`config.mk`:
```
export PLATFORM = sky130hd
export DESIGN_NAME = marker_bearing_range_unit
export DESIGN_NICKNAME = d
export VERILOG_FILES = /design/src/design/mbru_pkg.sv /design/src/design/marker_bearing_range_unit.sv
export SDC_FILE = /design/constraint.sdc
export NUM_CORES = 2
export LEC_CHECK = 0
export ABC_AREA = 1
export ABC_CLOCK_PERIOD_IN_PS = 13800
export BUFFER_PORTS_ARGS = -buffer_cell sky130_fd_sc_hd__buf_4
export CORE_MARGIN = 3
export CORE_UTILIZATION = 65
export DETAILED_ROUTE_END_ITERATION = 10
export PLACE_DENSITY = 0.88
export SLEW_MARGIN = 20
export SYNTH_ARGS = -nofsm -noshare
export SYNTH_HDL_FRONTEND = slang
export SYNTH_SLANG_ARGS = --single-unit
```
`constraint.sdc`:
```
create_clock -name i_clk -period 13.8 [get_ports i_clk]
set_input_delay 1.38 -clock i_clk [delete_from_list [all_inputs] [get_ports i_clk]]
set_output_delay 1.38 -clock i_clk [all_outputs]
set_load 0.1 [all_outputs]
```
`src/design/mbru_pkg.sv`:
```
// Shared types, field widths, codes and angle constants for the marker bearing and range unit.
package mbru_pkg;

    localparam int MARKER_W   = 2;
    localparam int RECT_W     = 12;
    localparam int ANGLE_W    = 9;
    localparam int BEAR_W     = 10;
    localparam int DIST_W     = 13;
    localparam int CFG_IDX_W  = 1;
    localparam int CFG_DATA_W = 13;

    localparam logic [MARKER_W-1:0] MK_FRONT  = 2'd0;
    localparam logic [MARKER_W-1:0] MK_REAR   = 2'd1;
    localparam logic [MARKER_W-1:0] MK_TARGET = 2'd2;
    localparam logic [MARKER_W-1:0] MK_HOME   = 2'd3;

    localparam logic [CFG_IDX_W-1:0] REG_ANGLE_TOL = 1'd0;
    localparam logic [CFG_IDX_W-1:0] REG_DIST_TOL  = 1'd1;

    localparam logic [ANGLE_W-1:0] ANGLE_TOL_RESET = 9'd5;
    localparam logic [DIST_W-1:0]  DIST_TOL_RESET  = 13'd20;
    localparam logic [DIST_W-1:0]  DIST_MAX        = 13'h1FFF;

    localparam int PRESHIFT = 16;
    localparam int ITER_W   = 4;
    localparam logic [ITER_W-1:0] ITER_LAST = 4'd15;

    localparam int ZW = 26;
    typedef logic signed [ZW-1:0] t_z;

    localparam t_z DEG_1   = 26'sd65536;
    localparam t_z DEG_45  = 26'sd2949120;
    localparam t_z DEG_90  = 26'sd5898240;
    localparam t_z DEG_180 = 26'sd11796480;
    localparam t_z DEG_360 = 26'sd23592960;

    typedef enum logic [1:0] {
        JOB_HEADING = 2'd0,
        JOB_TARGET  = 2'd1,
        JOB_HOME    = 2'd2
    } t_job;

    typedef enum logic [9:0] {
        S_IDLE = 10'b00_0000_0001,
        S_LOAD = 10'b00_0000_0010,
        S_PREP = 10'b00_0000_0100,
        S_ROT  = 10'b00_0000_1000,
        S_OCT  = 10'b00_0001_0000,
        S_QUAD = 10'b00_0010_0000,
        S_SQX  = 10'b00_0100_0000,
        S_SQY  = 10'b00_1000_0000,
        S_ROOT = 10'b01_0000_0000,
        S_DONE = 10'b10_0000_0000
    } t_state;

    // Arctangent of 2^-i in units of 2^-16 degree.
    function automatic t_z atan_q16(input logic [ITER_W-1:0] idx);
        t_z v;
        unique case (idx)
            4'd0:  v = 26'sd2949120;
            4'd1:  v = 26'sd1740967;
            4'd2:  v = 26'sd919879;
            4'd3:  v = 26'sd466945;
            4'd4:  v = 26'sd234379;
            4'd5:  v = 26'sd117304;
            4'd6:  v = 26'sd58666;
            4'd7:  v = 26'sd29335;
            4'd8:  v = 26'sd14668;
            4'd9:  v = 26'sd7334;
            4'd10: v = 26'sd3667;
            4'd11: v = 26'sd1833;
            4'd12: v = 26'sd917;
            4'd13: v = 26'sd458;
            4'd14: v = 26'sd229;
            4'd15: v = 26'sd115;
            default: v = '0;
        endcase
        return v;
    endfunction

endpackage

```
`src/design/marker_bearing_range_unit.sv`:
```
// Marker bearing and range unit: stores marker centers and, on home, computes heading,
// bearings, distances and tolerance flags with a shared vectoring CORDIC and root unit.
//
//   channel   | direction | handshake          | payload
//   ----------+-----------+--------------------+-----------------------------------------
//   request   | in        | i_valid / o_stall  | i_marker, i_rect_x/y, i_rect_width/height
//   result    | out       | o_valid / i_stall  | o_heading, bearings, distances, flags
//   config    | in        | i_cfg_we           | i_cfg_index, i_cfg_data
//
// Front, rear and target requests are stored as they are taken and leave the unit idle.
// A home request runs three angle passes (setup in S_LOAD and S_PREP, up to 16 CORDIC steps,
// unfold in S_OCT and S_QUAD) and two root passes (squares in S_SQX and S_SQY, COORD_BITS+1
// root steps), then loads the result from S_DONE into the output register.
// Reset is synchronous and active low; it clears the stored centers and sets the tolerances to their reset values.
// A stalled result holds in the output register; front, rear and target requests are
// still taken meanwhile, and a new home result waits until the register is free.
module marker_bearing_range_unit
    import mbru_pkg::*;
#(
    parameter int COORD_BITS = 12
) (
    input  logic                          i_clk,
    input  logic                          i_rst_n,
    input  logic                          i_valid,
    output logic                          o_stall,
    input  logic [MARKER_W-1:0]           i_marker,
    input  logic [RECT_W-1:0]             i_rect_x,
    input  logic [RECT_W-1:0]             i_rect_y,
    input  logic [RECT_W-1:0]             i_rect_width,
    input  logic [RECT_W-1:0]             i_rect_height,
    output logic                          o_valid,
    input  logic                          i_stall,
    output logic [ANGLE_W-1:0]            o_heading,
    output logic signed [BEAR_W-1:0]      o_target_bearing,
    output logic [DIST_W-1:0]             o_target_distance,
    output logic signed [BEAR_W-1:0]      o_home_bearing,
    output logic [DIST_W-1:0]             o_home_distance,
    output logic                          o_target_angle_off,
    output logic                          o_target_far,
    output logic                          o_home_angle_off,
    output logic                          o_home_far,
    input  logic                          i_cfg_we,
    input  logic [CFG_IDX_W-1:0]          i_cfg_index,
    input  logic [CFG_DATA_W-1:0]         i_cfg_data
);

    localparam int CB = COORD_BITS;
    localparam int VW = CB + 1;
    localparam int XW = CB + PRESHIFT + 3;
    localparam int NW = 2 * CB + 2;
    localparam int RW = CB + 1;
    localparam int EW = ((CB > RECT_W + 1) ? CB : RECT_W + 1) + 1;
    localparam int LW = ((RW > DIST_W) ? RW : DIST_W) + 1;

    t_state                 r_state;
    t_job                   r_job;
    logic [ITER_W-1:0]      r_iter;
    logic [CB-1:0]          r_cx [3];
    logic [CB-1:0]          r_cy [3];
    logic [CB-1:0]          r_hx, r_hy, r_bx, r_by;
    logic                   r_ax_neg, r_ay_neg;
    logic [CB-1:0]          r_u, r_v;
    logic                   r_swap, r_zero, r_b0, r_beq;
    logic signed [XW-1:0]   r_x, r_y;
    t_z                     r_z, r_t;
    logic [ANGLE_W-1:0]     r_heading, r_ang_t, r_ang_h;
    logic [DIST_W-1:0]      r_dist_t, r_dist_h;
    logic [NW-1:0]          r_n, r_root, r_bit;
    logic [ANGLE_W-1:0]     r_ang_tol;
    logic [DIST_W-1:0]      r_dist_tol;
    logic                   r_out_valid;
    logic [ANGLE_W-1:0]     r_o_heading;
    logic signed [BEAR_W-1:0] r_o_tb, r_o_hb;
    logic [DIST_W-1:0]      r_o_td, r_o_hd;
    logic                   r_o_tao, r_o_tf, r_o_hao, r_o_hf;

    logic                   acc_in;
    logic [EW-1:0]          sum_x, sum_y, cmax;
    logic [CB-1:0]          cx, cy;
    logic [CB:0]            mid_x, mid_y;
    logic [CB-1:0]          min_x, min_y, sub_x, sub_y;
    logic signed [VW-1:0]   vec_x, vec_y, abs_x, abs_y;
    logic                   swap;
    logic [CB-1:0]          oct_a, oct_b;
    logic signed [XW-1:0]   xs, ys;
    t_z                     t_oct, t_fold, phi;
    logic [ANGLE_W-1:0]     angle;
    logic [CB-1:0]          mul_op;
    logic [2*CB-1:0]        sq;
    logic [NW-1:0]          trial, n_n, n_root;
    logic [LW-1:0]          root_ext;
    logic [DIST_W-1:0]      root_dist;
    logic signed [BEAR_W-1:0] tb, hb, atb, ahb;
    logic                   out_load;

    assign o_stall = (r_state != S_IDLE);
    assign acc_in  = i_valid && (r_state == S_IDLE);

    // Rectangle center, saturated to the coordinate range.
    assign cmax  = {{(EW - CB){1'b0}}, {CB{1'b1}}};
    assign sum_x = EW'(i_rect_x) + EW'(i_rect_width[RECT_W-1:1]);
    assign sum_y = EW'(i_rect_y) + EW'(i_rect_height[RECT_W-1:1]);
    assign cx    = (sum_x > cmax) ? {CB{1'b1}} : sum_x[CB-1:0];
    assign cy    = (sum_y > cmax) ? {CB{1'b1}} : sum_y[CB-1:0];

    assign mid_x = {1'b0, r_cx[MK_FRONT]} + {1'b0, r_cx[MK_REAR]};
    assign mid_y = {1'b0, r_cy[MK_FRONT]} + {1'b0, r_cy[MK_REAR]};

    always_comb begin
        unique case (r_job)
            JOB_HEADING: begin
                min_x = r_cx[MK_FRONT];
                min_y = r_cy[MK_FRONT];
                sub_x = r_cx[MK_REAR];
                sub_y = r_cy[MK_REAR];
            end
            JOB_TARGET: begin
                min_x = r_cx[MK_TARGET];
                min_y = r_cy[MK_TARGET];
                sub_x = r_bx;
                sub_y = r_by;
            end
            JOB_HOME: begin
                min_x = r_hx;
                min_y = r_hy;
                sub_x = r_bx;
                sub_y = r_by;
            end
            default: begin
                min_x = '0;
                min_y = '0;
                sub_x = '0;
                sub_y = '0;
            end
        endcase
    end

    assign vec_x = $signed({1'b0, min_x}) - $signed({1'b0, sub_x});
    assign vec_y = $signed({1'b0, min_y}) - $signed({1'b0, sub_y});
    assign abs_x = vec_x[VW-1] ? -vec_x : vec_x;
    assign abs_y = vec_y[VW-1] ? -vec_y : vec_y;

    assign swap  = (r_v > r_u);
    assign oct_a = swap ? r_v : r_u;
    assign oct_b = swap ? r_u : r_v;

    assign xs = r_x >>> r_iter;
    assign ys = r_y >>> r_iter;

    always_comb begin
        priority if (r_b0) begin
            t_oct = '0;
        end else if (r_beq) begin
            t_oct = DEG_45;
        end else if (r_z < DEG_1 - DEG_1 + t_z'(1)) begin
            t_oct = t_z'(1);
        end else if (r_z > DEG_45 - t_z'(1)) begin
            t_oct = DEG_45 - t_z'(1);
        end else begin
            t_oct = r_z;
        end
        t_fold = r_swap ? (DEG_90 - t_oct) : t_oct;
    end

    always_comb begin
        priority if (!r_ay_neg && !r_ax_neg) begin
            phi = r_t;
        end else if (r_ay_neg && !r_ax_neg) begin
            phi = DEG_180 - r_t;
        end else if (r_ay_neg) begin
            phi = DEG_180 + r_t;
        end else begin
            phi = DEG_360 - r_t;
        end
        angle = r_zero ? '0 : phi[PRESHIFT+ANGLE_W-1:PRESHIFT];
    end

    assign mul_op = (r_state == S_SQX) ? r_u : r_v;
    assign sq     = mul_op * mul_op;

    assign trial     = r_root + r_bit;
    assign n_n       = (r_n >= trial) ? (r_n - trial) : r_n;
    assign n_root    = (r_n >= trial) ? ((r_root >> 1) + r_bit) : (r_root >> 1);
    assign root_ext  = LW'(n_root[RW-1:0]);
    assign root_dist = (root_ext > LW'(DIST_MAX)) ? DIST_MAX : root_ext[DIST_W-1:0];

    assign tb  = $signed({1'b0, r_ang_t}) - $signed({1'b0, r_heading});
    assign hb  = $signed({1'b0, r_ang_h}) - $signed({1'b0, r_heading});
    assign atb = tb[BEAR_W-1] ? -tb : tb;
    assign ahb = hb[BEAR_W-1] ? -hb : hb;

    assign out_load = (r_state == S_DONE) && (!r_out_valid || !i_stall);

    always_ff @(posedge i_clk) begin
        if (!i_rst_n) begin
            r_state     <= S_IDLE;
            r_job       <= JOB_HEADING;
            r_iter      <= '0;
            r_out_valid <= 1'b0;
            r_ang_tol   <= ANGLE_TOL_RESET;
            r_dist_tol  <= DIST_TOL_RESET;
            for (int i = 0; i < 3; i++) begin
                r_cx[i] <= '0;
                r_cy[i] <= '0;
            end
        end else begin
            if (i_cfg_we) begin
                unique case (i_cfg_index)
                    REG_ANGLE_TOL: r_ang_tol  <= i_cfg_data[ANGLE_W-1:0];
                    REG_DIST_TOL:  r_dist_tol <= i_cfg_data[DIST_W-1:0];
                    default: ;
                endcase
            end

            if (out_load) begin
                r_out_valid <= 1'b1;
            end else if (!i_stall) begin
                r_out_valid <= 1'b0;
            end

            unique case (r_state)
                S_IDLE: begin
                    if (acc_in) begin
                        if (i_marker == MK_HOME) begin
                            r_job   <= JOB_HEADING;
                            r_state <= S_LOAD;
                        end else begin
                            r_cx[i_marker] <= cx;
                            r_cy[i_marker] <= cy;
                        end
                    end
                end
                S_LOAD: r_state <= S_PREP;
                S_PREP: begin
                    r_iter <= '0;
                    if (oct_b == '0 || oct_a == oct_b) begin
                        r_state <= S_OCT;
                    end else begin
                        r_state <= S_ROT;
                    end
                end
                S_ROT: begin
                    r_iter <= r_iter + ITER_W'(1);
                    if (r_iter == ITER_LAST) begin
                        r_state <= S_OCT;
                    end
                end
                S_OCT: r_state <= S_QUAD;
                S_QUAD: begin
                    if (r_job == JOB_HEADING) begin
                        r_job   <= JOB_TARGET;
                        r_state <= S_LOAD;
                    end else begin
                        r_state <= S_SQX;
                    end
                end
                S_SQX: r_state <= S_SQY;
                S_SQY: r_state <= S_ROOT;
                S_ROOT: begin
                    if (r_bit[0]) begin
                        if (r_job == JOB_TARGET) begin
                            r_job   <= JOB_HOME;
                            r_state <= S_LOAD;
                        end else begin
                            r_state <= S_DONE;
                        end
                    end
                end
                S_DONE: begin
                    if (out_load) begin
                        r_state <= S_IDLE;
                    end
                end
                default: r_state <= S_IDLE;
            endcase
        end
    end

    always_ff @(posedge i_clk) begin
        if (acc_in) begin
            r_hx <= cx;
            r_hy <= cy;
            r_bx <= mid_x[CB:1];
            r_by <= mid_y[CB:1];
        end

        unique case (r_state)
            S_LOAD: begin
                r_ax_neg <= vec_x[VW-1];
                r_ay_neg <= vec_y[VW-1];
                r_u      <= abs_y[CB-1:0];
                r_v      <= abs_x[CB-1:0];
            end
            S_PREP: begin
                r_swap <= swap;
                r_zero <= (r_u == '0) && (r_v == '0);
                r_b0   <= (oct_b == '0);
                r_beq  <= (oct_a == oct_b);
                r_x    <= $signed({3'b000, oct_a, {PRESHIFT{1'b0}}});
                r_y    <= $signed({3'b000, oct_b, {PRESHIFT{1'b0}}});
                r_z    <= '0;
            end
            S_ROT: begin
                if (!r_y[XW-1]) begin
                    r_x <= r_x + ys;
                    r_y <= r_y - xs;
                    r_z <= r_z + atan_q16(r_iter);
                end else begin
                    r_x <= r_x - ys;
                    r_y <= r_y + xs;
                    r_z <= r_z - atan_q16(r_iter);
                end
            end
            S_OCT: r_t <= t_fold;
            S_QUAD: begin
                unique case (r_job)
                    JOB_HEADING: r_heading <= angle;
                    JOB_TARGET:  r_ang_t   <= angle;
                    JOB_HOME:    r_ang_h   <= angle;
                    default: ;
                endcase
            end
            S_SQX: r_n <= NW'(sq);
            S_SQY: begin
                r_n    <= r_n + NW'(sq);
                r_root <= '0;
                r_bit  <= NW'({1'b1, {(2 * CB){1'b0}}});
            end
            S_ROOT: begin
                r_n    <= n_n;
                r_root <= n_root;
                r_bit  <= r_bit >> 2;
                if (r_bit[0]) begin
                    if (r_job == JOB_TARGET) begin
                        r_dist_t <= root_dist;
                    end else begin
                        r_dist_h <= root_dist;
                    end
                end
            end
            default: ;
        endcase

        if (out_load) begin
            r_o_heading <= r_heading;
            r_o_tb      <= tb;
            r_o_hb      <= hb;
            r_o_td      <= r_dist_t;
            r_o_hd      <= r_dist_h;
            r_o_tao     <= (atb > $signed({1'b0, r_ang_tol}));
            r_o_hao     <= (ahb > $signed({1'b0, r_ang_tol}));
            r_o_tf      <= (r_dist_t > r_dist_tol);
            r_o_hf      <= (r_dist_h > r_dist_tol);
        end
    end

    assign o_valid            = r_out_valid;
    assign o_heading          = r_o_heading;
    assign o_target_bearing   = r_o_tb;
    assign o_target_distance  = r_o_td;
    assign o_home_bearing     = r_o_hb;
    assign o_home_distance    = r_o_hd;
    assign o_target_angle_off = r_o_tao;
    assign o_target_far       = r_o_tf;
    assign o_home_angle_off   = r_o_hao;
    assign o_home_far         = r_o_hf;

    a_iter_step: assert property (@(posedge i_clk) disable iff (!i_rst_n)
        (r_state == S_ROT && r_iter != ITER_LAST) |=> (r_iter == $past(r_iter) + ITER_W'(1)))
        else $error("CORDIC step counter did not advance");

    a_x_positive: assert property (@(posedge i_clk) disable iff (!i_rst_n)
        (r_state == S_ROT) |-> !r_x[XW-1])
        else $error("CORDIC x went negative during vectoring");

    a_root_bit: assert property (@(posedge i_clk) disable iff (!i_rst_n)
        (r_state == S_ROOT) |-> $onehot(r_bit))
        else $error("Root trial bit is not a single bit");

    a_done_loads: assert property (@(posedge i_clk) disable iff (!i_rst_n)
        out_load |=> (o_valid && r_state == S_IDLE))
        else $error("Finished result was not placed in the output register");

    a_heading_range: assert property (@(posedge i_clk) disable iff (!i_rst_n)
        (r_state == S_DONE) |-> (r_heading <= ANGLE_W'(359)))
        else $error("Heading outside of a full turn");

endmodule

```
=== After elaboration in Yosys (flattened, before gate mapping) ===
Memories as Yosys holds them, arrays and structs flattened. A register that Yosys moved wholly into a read port is not among the register bits.
Cells that the tools add are included.

* Add/subtract/negate cells: 27
* $mul: 1
* Order comparisons: 11
* Equality and inequality tests: 25
* Shift-type cells: 2
* Multiplexer cells: 72
* Bitwise logic cells: 2
* Reduce and logical (&&, ||, !) cells: 32

{| class="wikitable"
|+ Operators with widths
! kind !! number
|-
| $mux 25 || 8
|-
| $mux 26 || 7
|-
| $pmux 26 s2 || 3
|-
| $pmux 31 s2 || 2
|-
| $mux 12 || 9
|-
| $pmux 10 s10 || 1
|-
| $mux 10 || 8
|-
| $pmux 26 s3 || 1
|-
| $pmux 12 s3 || 2
|-
| $add 31x31->31 || 2
|-
| $mux 31 || 2
|-
| $sshr 31x4->31 || 2
|-
| $sub 31x31->31 || 2
|-
| $add 26x26->26 || 2
|-
| $sub 26x26->26 || 2
|-
| $sub 25x25->25 const A || 2
|-
| $pmux 12 s2 || 2
|-
| $logic_not 12->1 || 3
|-
| $add 12x11->13 || 2
|-
| $add 12x12->13 || 2
|-
| $add 25x26->26 || 1
|-
| $add 26x24->26 || 1
|-
| $ge 26x26->1 || 1
|-
| $gt 13x12->1 const B || 2
|-
| 53 further kinds || 103
|}

* Register bits after elaboration: 420
* RAM bits: 72
* Bits in read-only memories: 704
* Input port bits: 69
* Logic and storage cells: 215
* Memories kept: 4

{| class="wikitable"
|+ Memories
! name !! words !! width !! rd ports !! clocked after memory_dff !! write ports !! RTL line !! RTL
|-
| (name not given) || 16 || 22 || 1 || 1 || 0 || mbru_pkg.sv:59 || <nowiki>unique case (idx)</nowiki>
|-
| (name not given) || 16 || 22 || 1 || 1 || 0 || mbru_pkg.sv:59 ||
|-
| r_cx || 3 || 12 || 3 || 0 || 3 || marker_bearing_range_unit.sv:58 || <nowiki>logic [CB-1:0] r_cx [3];</nowiki>
|-
| r_cy || 3 || 12 || 3 || 0 || 3 || marker_bearing_range_unit.sv:59 || <nowiki>logic [CB-1:0] r_cy [3];</nowiki>
|}

=== Logic depth before layout (Yosys ltp) ===
* Depth in word-level cells: 8
* Mapped depth: 41
* Mapped depth without buffers: 40

=== Worst setup path after synthesis ===
No wires, ideal clock.

* Path type: register to register
* From: register r_state[0]
* To: register r_n[24] (data pin)
* Library setup time: 0.258 ns
* Data arrival time: 7.244 ns
* Required time: 13.542 ns
* Setup slack: 6.298 ns
* Stages on the path, launching flop included: 38
* Clock period less this slack: 7.502 ns
* Cells stage by stage: dfxtp_1 or2_1 nor2_4 inv_2 nor2_4 buf_4 o21ai_1 inv_1 nand2_1 fa_1 inv_1 fa_1 inv_1 fa_1 inv_1 fa_1 inv_1 fa_1 [... 2 more ...] a21oi_1 o21ai_0 a21o_1 nand3_1 nand2_1 a21oi_1 o21ai_0 or2_2 and2_1 ha_1 a21oi_1 o21ai_0 nand2_1 and3_1 nand3_1 a31o_2 o21ai_0 nand2_1

* Word-level cells in the longest chain between the ends: 5

{| class="wikitable"
|+ RTL lines
! item !! RTL line !! RTL
|-
| from (decl) || marker_bearing_range_unit.sv:55 || <nowiki>t_state r_state;</nowiki>
|-
| from (signal assigned) || marker_bearing_range_unit.sv:196 || <nowiki>r_state <= S_IDLE;</nowiki>
|-
| from (signal assigned) || marker_bearing_range_unit.sv:226 || <nowiki>r_state <= S_LOAD;</nowiki>
|-
| from (signal assigned) || marker_bearing_range_unit.sv:233 || <nowiki>S_LOAD: r_state <= S_PREP;</nowiki>
|-
| $eq 10x7->1 || marker_bearing_range_unit.sv:178, marker_bearing_range_unit.sv:287 ||
|-
| $mux 12 || marker_bearing_range_unit.sv:178 || <nowiki>assign mul_op = (r_state == S_SQX) ? r_u : r_v;</nowiki>
|-
| $mul 12x12->24 || marker_bearing_range_unit.sv:179 || <nowiki>assign sq = mul_op * mul_op;</nowiki>
|-
| $add 26x24->26 || marker_bearing_range_unit.sv:325 || <nowiki>r_n <= r_n + NW'(sq);</nowiki>
|-
| $pmux 26 s3 * || marker_bearing_range_unit.sv:287 || <nowiki>unique case (r_state)</nowiki>
|-
| to (signal assigned) || marker_bearing_range_unit.sv:323 || <nowiki>S_SQX: r_n <= NW'(sq);</nowiki>
|-
| to (signal assigned) || marker_bearing_range_unit.sv:325 ||
|-
| to (signal assigned) || marker_bearing_range_unit.sv:330 || <nowiki>r_n <= n_n;</nowiki>
|-
| to (decl) || marker_bearing_range_unit.sv:68 || <nowiki>logic [NW-1:0] r_n, r_root, r_bit;</nowiki>
|}

Every way passes the cells marked *; elsewhere a longest branch is shown, timed or not.
A chain may end at the register's enable or synchronous reset.

=== Worst setup path after layout ===
* From: register r_state[0]
* To: register r_n[25] (data pin)

The elaborated chain is that of the path after synthesis.

==> flow_metrics.env <==
export IMPL_status="finished clean"
export IMPL_rsz0062_at_grt="false"
export IMPL_grt_pass1_vias=38100
export IMPL_power_leakage_uw=0.0217
export IMPL_drv_cap=0
export IMPL_synthArstFlopShare_pct=0
export IMPL_netlist_instances=5721
export IMPL_overflow=0
export IMPL_cp_end_kind="flip-flop"
export IMPL_period_minus_slack_ns=8.90
export IMPL_synth_edf_count=440
export IMPL_drv_slew=0
export IMPL_path_clk_slew_ns=0.06
export IMPL_dieArea_um2=70500
export IMPL_post_drt_wl_per_cell_um=17.0
export IMPL_hold_slack_ns=0.451
export IMPL_grt_usage_pct=31.6
export IMPL_power_uw=7070
export IMPL_hpwl_mm=85.7
export IMPL_clock_latency_ns=0.63
export IMPL_gp_congestion=0.991
export IMPL_ant_nets=0
export IMPL_rows=94
export IMPL_arrival_ns=9.28
export IMPL_area_growth_pct=8.26
export IMPL_crit_path_frequent_cell="inv_1"
export IMPL_antenna_found_initial=2
export IMPL_min_period_over_period_pct=64.5
export IMPL_die_h_um=265
export IMPL_final_cell_mix="nand2_1 (1255), inv_1 (749), nand3_1 (505)"
export IMPL_start_kind="flip-flop"
export IMPL_numPortBuffers=127
export IMPL_slowest_delay_ns=0.55
export IMPL_peakVddDrop_v=0.000300
export IMPL_seqPwrFrac_pct=25.8
export IMPL_cts_buffers_inserted=56
export IMPL_firstDrtPassIters=9
export IMPL_combPwrFrac_pct=51.3
export IMPL_die_w_um=265
export IMPL_layout_cells_non_filler=6711
export IMPL_worst_pin_slew_ns=1.06
export IMPL_coreArea_um2=66200
export IMPL_p_per_area_nw_per_um2=149
export IMPL_cts_tree="done"
export IMPL_root_buffer="clkbuf_16"
export IMPL_pwr_share_clk_pct=22.8
export IMPL_cts_max_path_buffers=3
export IMPL_synth_cell_type_count=70
export IMPL_syn_area_per_cell_um2=7.65
export IMPL_fmax_mhz=112
export IMPL_critPathKind="reg -> reg"
export IMPL_h_tree_depth=2
export IMPL_dr_total_vias=40000
export IMPL_initial_core_util_pct=66.1
export IMPL_wl_mm=114
export IMPL_worstRegToRegCells=37
export IMPL_drive_above_1_share_pct=6.84
export IMPL_grt_max_degree=66
export IMPL_timing_rr_end="r_n[25]"
export IMPL_hold_class="reg -> reg"
export IMPL_fin_worst_skew_ns=0.0283
export IMPL_grt_pass1_wl_mm=185
export IMPL_drt_iter0_drc=3746
export IMPL_clock_sinks=501
export IMPL_sw_frac_of_total_pct=42.2
export IMPL_setup_ws_ns=4.90
export IMPL_yosysSeqAreaShare_pct=33.0
export IMPL_nNetsFinal=6344
export IMPL_setup_violations=0
export IMPL_critPathMaxFanout=26
export IMPL_r2r_setup_slack_ns=4.90
export IMPL_yosys_warnings=0
export IMPL_crit_start="r_state[0]"
export IMPL_synth_seq_cells=501
export IMPL_hold_buffers=0
export IMPL_synthFlopType="edfxtp_1"
export IMPL_post_route_drc_count=0
export IMPL_dp_cells=6604
export IMPL_slew_headroom_pct=29.3
export IMPL_fin_tns_setup_ns=0
export IMPL_switchingPower_uw=2990
export IMPL_postCtsSetupBuffers=0
export IMPL_dp_slack_ns=5.04
export IMPL_hold_viol_final=0
export IMPL_synth_area_um2=43800
export IMPL_reg2reg_from="r_state[0]"
export IMPL_vias_per_cell=5.96
export IMPL_crit_required_ns=14.18
export IMPL_cp_slowest_cell="fa_1"
export IMPL_ios=130
export IMPL_ctsResizeCount=0
export IMPL_p_int_uw=4090
export IMPL_endpoint="r_n[25]"
export IMPL_fillers=5059
export IMPL_final_common_cell="nand2_1"
[power by group through the flow]
stage / Sequential (µW) / Combinational (µW) / Clock, µW
global placement: 1850 / 3440 / 0
floorplan: 1850 / 2750 / 0
global route: 1830 / 4090 / 1680
finish: 1830 / 3630 / 1610
CTS: 1830 / 3550 / 1630
detailed placement: 1860 / 3520 / 0
[cell usage after synthesis (all sizes together) (3+ instances only)]
cell type	count	area (µm²)
a211oi	7	52.6
a21boi	8	63.8
a21o	18	135
a21oi	442	2220
a221oi	6	52.6
a22o	20	175
a22oi	4	30.0
a31o	3	26.3
a31oi	25	156
and2	9	56.3
buf	69	412
clkbuf	63	236
clkinv	5	18.8
dfxtp	61	1220
edfxtp	440	13200
fa	94	1880
ha	383	4790
inv	781	2940
nand2	1273	4820
nand3	509	2570
nand3b	15	113
nand4	49	334
nor2	522	2100
nor3	70	377
nor3b	4	30.0
nor4	24	156
o211ai	38	285
o21a	29	218
o21ai	378	1980
o21bai	32	240
o221ai	12	105
o22ai	3	18.8
o311ai	3	26.3
o31ai	9	67.6
or2	36	225
xnor2	72	631
xor2	192	1680
[stage by stage]
stage | instance area (µm²) | utilization (%)
global placement | 45400 | 68.5
finish | 47400 | 71.5
detailed placement | 45400 | 68.5
floorplan | 43800 | -
CTS | 47400 | 71.5
global route | 47400 | 71.5
[worst max-delay path, delay by kind of cell (launching register included)]
family | cells | cell delay (ns)
adders and majority gates | 7 | 3.28
DFF | 1 | 0.35
AOI/OAI and AO/OA | 8 | 1.71
and+or+nand+nor | 15 | 2.64
buffers and inverters | 7 | 0.64
[worst min-delay path by stage]
stage | cells after the start | end | slack [ns] | from
3_3_place_gp | 0 | o_heading[4] | 0.43 | r_heading[4]
4_1_cts | 0 | o_heading[1] | 0.45 | r_heading[1]
5_1_grt | 0 | o_heading[1] | 0.46 | r_heading[1]
2_1_floorplan | 0 | o_heading[1] | 0.43 | r_heading[1]
6_report | 0 | o_target_distance[0] | 0.45 | r_dist_t[0]
3_5_place_dp | 0 | o_heading[1] | 0.43 | r_heading[1]
[cells by family (layout without fill, tap and decap cells)]
group / Yosys count / in the layout / synth area share [%]
simple gates: 2513 / 2513 / 24.7
compound gates: 1044 / 1044 / 13.5
buf+inv: 918 / 1041 / 8.24
flops: 501 / 501 / 33.0
fa+ha+maj: 477 / 477 / 15.3
xor+xnor: 264 / 264 / 5.28
mux: 3 / 3 / 0.0715
other cells: 1 / 4 / 0.00857
[layer usage]
layer	up-vias	global-route usage, %	share of wire (%)
li1	19400	-	-
met1	18600	42.3	42
met2	1707	53.2	47
met3	316	3.64	7.9
met4	0	11.7	3.6
met5	-	0	0
[sequential cells by signal (all words and copies together), names as in the netlist, 13 cells and up, named ones only]
register and count:
o_home_distance 13, o_target_distance 13, r_bit 13, r_cx 36
r_cy 36, r_dist_h 13, r_dist_t 13, r_dist_tol 13
r_n 26, r_root 26, r_t 25, r_x 31
r_y 31, r_z 26
[final cells by class]
class,instances,area [µm²],share of cell area [%]
clock buffers,75,1620,3.42
multi-input cells,4303,25800,54.4
flip-flops and latches,501,14400,30.5
inverters,786,2960,6.25
diodes,2,5.00,0.0106
well taps,864,1080,2.28
repair buffers,150,1130,2.38
clock inverters,30,368,0.777
No activity file was read; power rests on OpenSTA's default activity.
